<file path="src/design/sgas_pkg.sv">
// ----------------------------------------------------------------------------
// sgas_pkg
// Shared types and constants for the sensor grid averaging and smoothing core
// ----------------------------------------------------------------------------
package sgas_pkg;

  localparam int SCAN_ROWS  = 16;
  localparam int SCAN_COLS  = 15;
  localparam int CELL_COUNT = SCAN_ROWS * SCAN_COLS;
  localparam int CELL_W     = $clog2(CELL_COUNT);

  localparam int SAMPLE_W = 12;
  localparam int SUM_W    = 16;
  localparam int COUNT_W  = 5;
  localparam int ROW_W    = 4;
  localparam int COL_W    = 4;
  localparam int FS_W     = 12;
  localparam int OM_W     = 10;
  localparam int WEIGHT_W = 8;
  localparam int LEVEL_W  = 10;
  localparam int STORE_W  = 18;

  // shared divider: quotient/dividend register and step counts
  localparam int DIV_W       = SUM_W + OM_W;
  localparam int DIV_CNT_W   = $clog2(DIV_W + 1);
  localparam int AVG_STEPS   = SUM_W;
  localparam int SCALE_STEPS = DIV_W;

  localparam int CFG_IDX_W  = 3;
  localparam int CFG_DATA_W = 12;

  localparam logic [CFG_IDX_W-1:0] CFG_SAMPLES_PER_CELL = 3'd0;
  localparam logic [CFG_IDX_W-1:0] CFG_FULL_SCALE       = 3'd1;
  localparam logic [CFG_IDX_W-1:0] CFG_OUTPUT_MAX       = 3'd2;
  localparam logic [CFG_IDX_W-1:0] CFG_SMOOTHING_ON     = 3'd3;
  localparam logic [CFG_IDX_W-1:0] CFG_SMOOTHING_WEIGHT = 3'd4;

  localparam logic [COUNT_W-1:0]  RST_SAMPLES_PER_CELL = 5'd5;
  localparam logic [FS_W-1:0]     RST_FULL_SCALE       = 12'd3300;
  localparam logic [OM_W-1:0]     RST_OUTPUT_MAX       = 10'd1000;
  localparam logic                RST_SMOOTHING_ON     = 1'b1;
  localparam logic [WEIGHT_W-1:0] RST_SMOOTHING_WEIGHT = 8'd179;

  localparam logic [COUNT_W-1:0] MAX_SAMPLES = 5'd16;

  typedef enum logic [3:0] {
    ST_ACCUM,
    ST_DIV_AVG,
    ST_MUL_SCALE,
    ST_DIV_SCALE,
    ST_SAT,
    ST_MUL_OLD,
    ST_MUL_NEW,
    ST_SUM,
    ST_EMIT
  } sgas_state_t;

  typedef struct packed {
    logic accum;
    logic load_avg;
    logic load_scale;
    logic div_step;
    logic sat;
    logic mul_old;
    logic mul_new;
    logic sum;
    logic emit;
  } sgas_cmd_t;

  typedef struct packed {
    logic finish_hit;
    logic div_last;
    logic out_free;
  } sgas_stat_t;

endpackage

</file>
<file path="src/design/sgas_ctrl.sv">
// ----------------------------------------------------------------------------
// sgas_ctrl
// Sequencer: accumulation, two divider passes, smoothing steps and emit
// ----------------------------------------------------------------------------
module sgas_ctrl import sgas_pkg::*; (
  input  logic        clk,
  input  logic        rst_n,
  input  logic        in_valid,
  output logic        in_stall,
  input  sgas_stat_t  stat,
  output sgas_cmd_t   cmd
);

  sgas_state_t state_r, state_nxt;

  always_ff @(posedge clk) begin
    if (!rst_n) begin
      state_r <= ST_ACCUM;
    end else begin
      state_r <= state_nxt;
    end
  end

  always_comb begin
    state_nxt = state_r;
    case (state_r)
      ST_ACCUM: begin
        if (in_valid && stat.finish_hit) begin
          state_nxt = ST_DIV_AVG;
        end
      end
      ST_DIV_AVG: begin
        if (stat.div_last) begin
          state_nxt = ST_MUL_SCALE;
        end
      end
      ST_MUL_SCALE: state_nxt = ST_DIV_SCALE;
      ST_DIV_SCALE: begin
        if (stat.div_last) begin
          state_nxt = ST_SAT;
        end
      end
      ST_SAT:     state_nxt = ST_MUL_OLD;
      ST_MUL_OLD: state_nxt = ST_MUL_NEW;
      ST_MUL_NEW: state_nxt = ST_SUM;
      ST_SUM:     state_nxt = ST_EMIT;
      ST_EMIT: begin
        if (stat.out_free) begin
          state_nxt = ST_ACCUM;
        end
      end
      default: state_nxt = ST_ACCUM;
    endcase
  end

  always_comb begin
    cmd      = '0;
    in_stall = 1'b1;
    case (state_r)
      ST_ACCUM: begin
        in_stall     = 1'b0;
        cmd.accum    = in_valid;
        cmd.load_avg = in_valid && stat.finish_hit;
      end
      ST_DIV_AVG:   cmd.div_step   = 1'b1;
      ST_MUL_SCALE: cmd.load_scale = 1'b1;
      ST_DIV_SCALE: cmd.div_step   = 1'b1;
      ST_SAT:       cmd.sat        = 1'b1;
      ST_MUL_OLD:   cmd.mul_old    = 1'b1;
      ST_MUL_NEW:   cmd.mul_new    = 1'b1;
      ST_SUM:       cmd.sum        = 1'b1;
      ST_EMIT:      cmd.emit       = stat.out_free;
      default: begin
        cmd      = '0;
        in_stall = 1'b1;
      end
    endcase
  end

endmodule

</file>
<file path="config.mk">
export PLATFORM = sky130hd
export DESIGN_NAME = sgas_ctrl
export DESIGN_NICKNAME = d
export VERILOG_FILES = /design/src/design/sgas_pkg.sv /design/src/design/sgas_ctrl.sv
export SDC_FILE = /design/constraint.sdc
export NUM_CORES = 1
export LEC_CHECK = 0
export BUFFER_PORTS_ARGS = -buffer_cell sky130_fd_sc_hd__buf_4
export CORE_AREA = 4 4 41 43
export CTS_CLUSTER_SIZE = 30
export DETAILED_ROUTE_END_ITERATION = 8
export DIE_AREA = 0 0 45 47
export SLEW_MARGIN = 10
export SYNTH_ARGS = -nofsm -noshare
export SYNTH_HDL_FRONTEND = slang
export SYNTH_SLANG_ARGS = --single-unit
</file>
<file path="constraint.sdc">
create_clock -name clk -period 1.2 [get_ports clk]
set_clock_uncertainty 0.1 [all_clocks]
set_input_delay 0.12 -clock clk [delete_from_list [all_inputs] [get_ports clk]]
set_output_delay 0.12 -clock clk [all_outputs]
set_load 0.005 [all_outputs]
</file>
Word level (Yosys, flattened, before mapping):

Index checks and enable logic that the tools add are counted.

* bits in registers: 4
* input port bits: 6
* logic and storage cells: 31

* eq/ne operators: 12
* muxes and demuxes: 14
* reduce and logical (&&, ||, !) cells: 4

Operators by type and width (number)
* $pmux W4 S9: 1
* $eq A4 B3 Y1 const B: 4
* $mux W4: 4
* $eq A4 B2 Y1 const B: 2
* $mux W1: 8
* $ne A2 B2 Y1 const B: 4
* $eq A4 B1 Y1 const B: 1
* $eq A4 B4 Y1 const B: 1
* $logic_not A4 Y1: 1
* $reduce_and A4 Y1: 1
* $mux W2: 1
* $reduce_or A2 Y1: 1
* $logic_and A1 B1 Y1: 1

Depth between registers and ports, before layout:

* depth after elaboration: 3
* depth in mapped cells: 4

Least setup slack after synthesis:

OpenSTA, ideal clock, no wires.

* path kind: reg-to-reg
* from: register state_r[1]
* to: register state_r[3]
* library setup time: 0.086 ns
* arrival time: 0.971 ns
* data required time: 1.014 ns
* setup slack: 0.042 ns
* stages on the path, launching flop included: 5
* buffers on the path: 1
* period minus slack after synthesis: 1.158 ns
* path through: dfxtp_1 -> buf_6 -> nor3_1 -> nand3b_1 -> a221oi_2

* word-level cells in the longest chain between the ends: 3
* elaborated cells on any way between the ends: 15
* classes of those cells: eq/ne: 12; mux: 1; reduce/logical: 2

Ends and longest elaborated chain
* from (decl): RTL line sgas_ctrl.sv:14 `sgas_state_t state_r, state_nxt;`
* from (signal assigned): RTL line sgas_ctrl.sv:20 `state_r <= state_nxt;`
* $eq A4 B1 Y1 (tied with other cells): RTL line sgas_ctrl.sv:26 `case (state_r)`
* $ne A2 B2 Y1 (no line)
* $reduce_and A4 Y1 (no line)

Several ways; a longest one is shown, not always the timed one.
A chain may end at the register's enable or synchronous reset.

==> results.yml <==
flow_run:
  cap_violations: 0
final_layout:
  num_antenna_cells: 0
  largest_register: "state_r"
  final_cell_mix: "buf_4 (22), buf_6 (5), dfxtp_4 (4), nand2_1 (3), clkbuf_4 (3)"
  final_area_sq_um: 598.1
  final_common_cell: "buf_4"
  drive_above_1_share_pct: 70.31
  largestRegisters: "state_r x4"
  fin_nets: 72
  largest_reg_flops: 4
  syn2layout_area_growth_pct: 98.34
  final_core_util_pct: 45.96
  instances_no_fill: 79
floorplan:
  die_h_microns: 47
  ioPinCount: 16
  die-area_sq_mm: 0.002115
  die_w_microns: 45
  initial_core_util_pct: 23.17
  core-area_sq_mm: 0.001301
  num_rows: 13
clocking:
  insertion_delay_ns: 0.24
  cts_sinks: 4
  numCtsBuffers: 3
  h-tree-depth: 1
  clockRootBuffer: "clkbuf_4"
  cts-hold-fix-buffers: 0
  ctsLongestPathBuffers: 2
  cts_tree: "yes"
  cts.clk_slew.worst_paths_ns: 0.04
timing:
  relSlewSlack_pct: 83.07
  clock.fmax_mhz: 719.5
  worstMarginPinSlew_ns: 0.2521
  report.final.setup_viol: 12
  period_needed_ns: 1.390
  finalWorstSetupSlack_ns: -0.1898
  hold_viol: 0
  period_share_pct: 115.8
  rsz0062_at_grt: "true"
  final-max-slew-violation-count: 0
synth:
  ys_seq_area_share_pct: 26.56
  syn_inst: 37
  synth.net_count: 43
  synth.distinct_cells: 21
  mappedNetlistArea_sq_um: 301.5
  synthTopCellsByArea: "dfxtp_1 (27%), buf_6 (7.5%), nor4_4 (7.1%), nor2_1 (6.2%), xor2_1 (5.8%)"
  synth_top_cell_area_share_pct: 26.56
  ys_warn_count: 0
  synth-seq-cells: 4
  synth.avg_cell_area_sq_um: 8.150
  synth_top_cell_by_area: "dfxtp_1"
grt:
  grt_max_degree: 9
  grt_pass1_vias: 316
  track_usage_pct: 8.596
  antenna_found_initial: 0
  grt_pass1_wl_microns: 1297
  overflow: 0
power_and_ir_drop:
  pwr-share-seq_pct: 30.2
  p_int_mw: 0.3692
  power_density_mw_per_mm2: 882.9
  clockPowerShare_pct: 33.2
  peakVddDrop_v: 0.0003989
  p_total_mw: 0.5280
  netSwitchingFraction_pct: 30.08
  pwr-share-comb_pct: 36.7
  cellLeakagePower_nw: 0.2803
  switchingPower_mw: 0.1588
worst_setup_path:
  endpoint_kind: "output port"
  cpLargestDelayFamily: "simple AND/OR/NAND/NOR gates"
  crit_fanout: 4
  path_buf_inv: 1
  worstPathArrival_ns: 1.17
  start_kind: "flop"
  critical_path.slowest_cell: "dfxtp_4"
  cp_cell_sequence: "nor4_4 -> and2_1 -> buf_4"
  crit_type: "reg2out"
  cpPeakStageDelay_ns: 0.35
  worstPathRequired_ns: 0.98
placed_design:
  place_congestion: 0.7358
  dp_cells: 69
  postPlaceCellArea_sq_um: 442.9
  io_buffers: 15
  post-dp-hpwl_microns: 581.9
drt:
  drt-initial-drc-count: 9
  drc: 0
  ant_nets: 0
  via_count: 372
  drtPass1Iterations: 4
  vias_per_cell: 4.709
  drt-total-wl_microns: 934
  wl_per_cell_microns: 11.82
outcome:
  status: "finished with violations"
  violations: "negative setup slack"
worst_hold_path:
  hold_path.class: "in2reg"
==> worst reg2reg max path, stage by stage, from the launching register on <==
cell,delay [ns]
dfxtp_4,0.36
buf_6,0.12
nor2b_1,0.09
nand3_1,0.10
buf_4,0.15
a221oi_2,0.20
==> cell families (layout without fill, tap and decap cells) <==
group	after synthesis	count (layout)	share of synthesized area [%]
AND/OR/NAND/NOR	22	22	43.57
buffers and inverters	5	32	11.61
AO/OA/AOI/OAI	4	4	12.44
flip-flops	4	4	26.56
XOR/XNOR	2	2	5.810
==> metal layers <==
| metal | GRT usage (%) | part of all wire [%] |
|---|---|---|
| met4 | 5.263 | 1.3 |
| met5 | 0 | 0 |
| met3 | 2.682 | 9.3 |
| met2 | 14.69 | 47 |
| met1 | 9.276 | 42 |
==> layout make-up <==
class,count,area [sq um]
clock buffer,3,22.52
fill,143,703.2
timing repair buffer,27,221.5
multi-input combinational,28,232.7
tap,15,18.77
sequential,4,95.09
inverter,2,7.507
==> worst paths after layout <==
path	from	end	slack, ns	cells after the start
setup / recovery	state_r[2]	cmd[8]	-0.19	3
hold / removal	rst_n	state_r[3]	0.04	3
setup reg to reg	state_r[3]	state_r[3]	-0.01	5
hold reg to reg	state_r[3]	state_r[3]	0.47	2
==> power groups by stage <==
stage,sequential (mW),combinational [mW],clock (mW)
finish,0.159,0.194,0.175
global route,0.160,0.210,0.190
CTS,0.164,0.155,0.181
detailed placement,0.162,0.146,0
global placement,0.161,0.146,0
floorplan,0.154,0.0835,0
==> cells in the mapped netlist (all sizes together) <==
master  number
nor2         5
dfxtp        4
buf          3
nand2        3
nor3         3
and3         2
inv          2
nand2b       2
nand3b       2
xor2         2
a21oi        1
a221oi       1
and2         1
nand3        1
nor2b        1
nor3b        1
nor4         1
o21ai        1
o31ai        1
==> what timing repair did <==
| action | CTS | global route |
|---|---|---|
| endpoints found under the hold margin | 0 | 0 |
| resized for setup | 14 | 8 |
| setup buffers | 2 | 5 |
| pin swaps | 2 | 9 |
| setup endpoints to repair | 12 | 12 |
==> metrics by stage <==
stage	TNS [ns]	hold slack, ns	setup WS (ns)
4_1_cts	-1.351	0.05231	-0.2048
2_1_floorplan	0	0.1608	0.04248
5_1_grt	-2.022	0.04215	-0.2600
3_5_place_dp	-0.04062	0.3155	-0.03208
6_report	-1.378	0.04304	-0.1898
3_3_place_gp	-0.01157	0.3133	-0.01157
No activity file was read; power rests on OpenSTA's default activity.
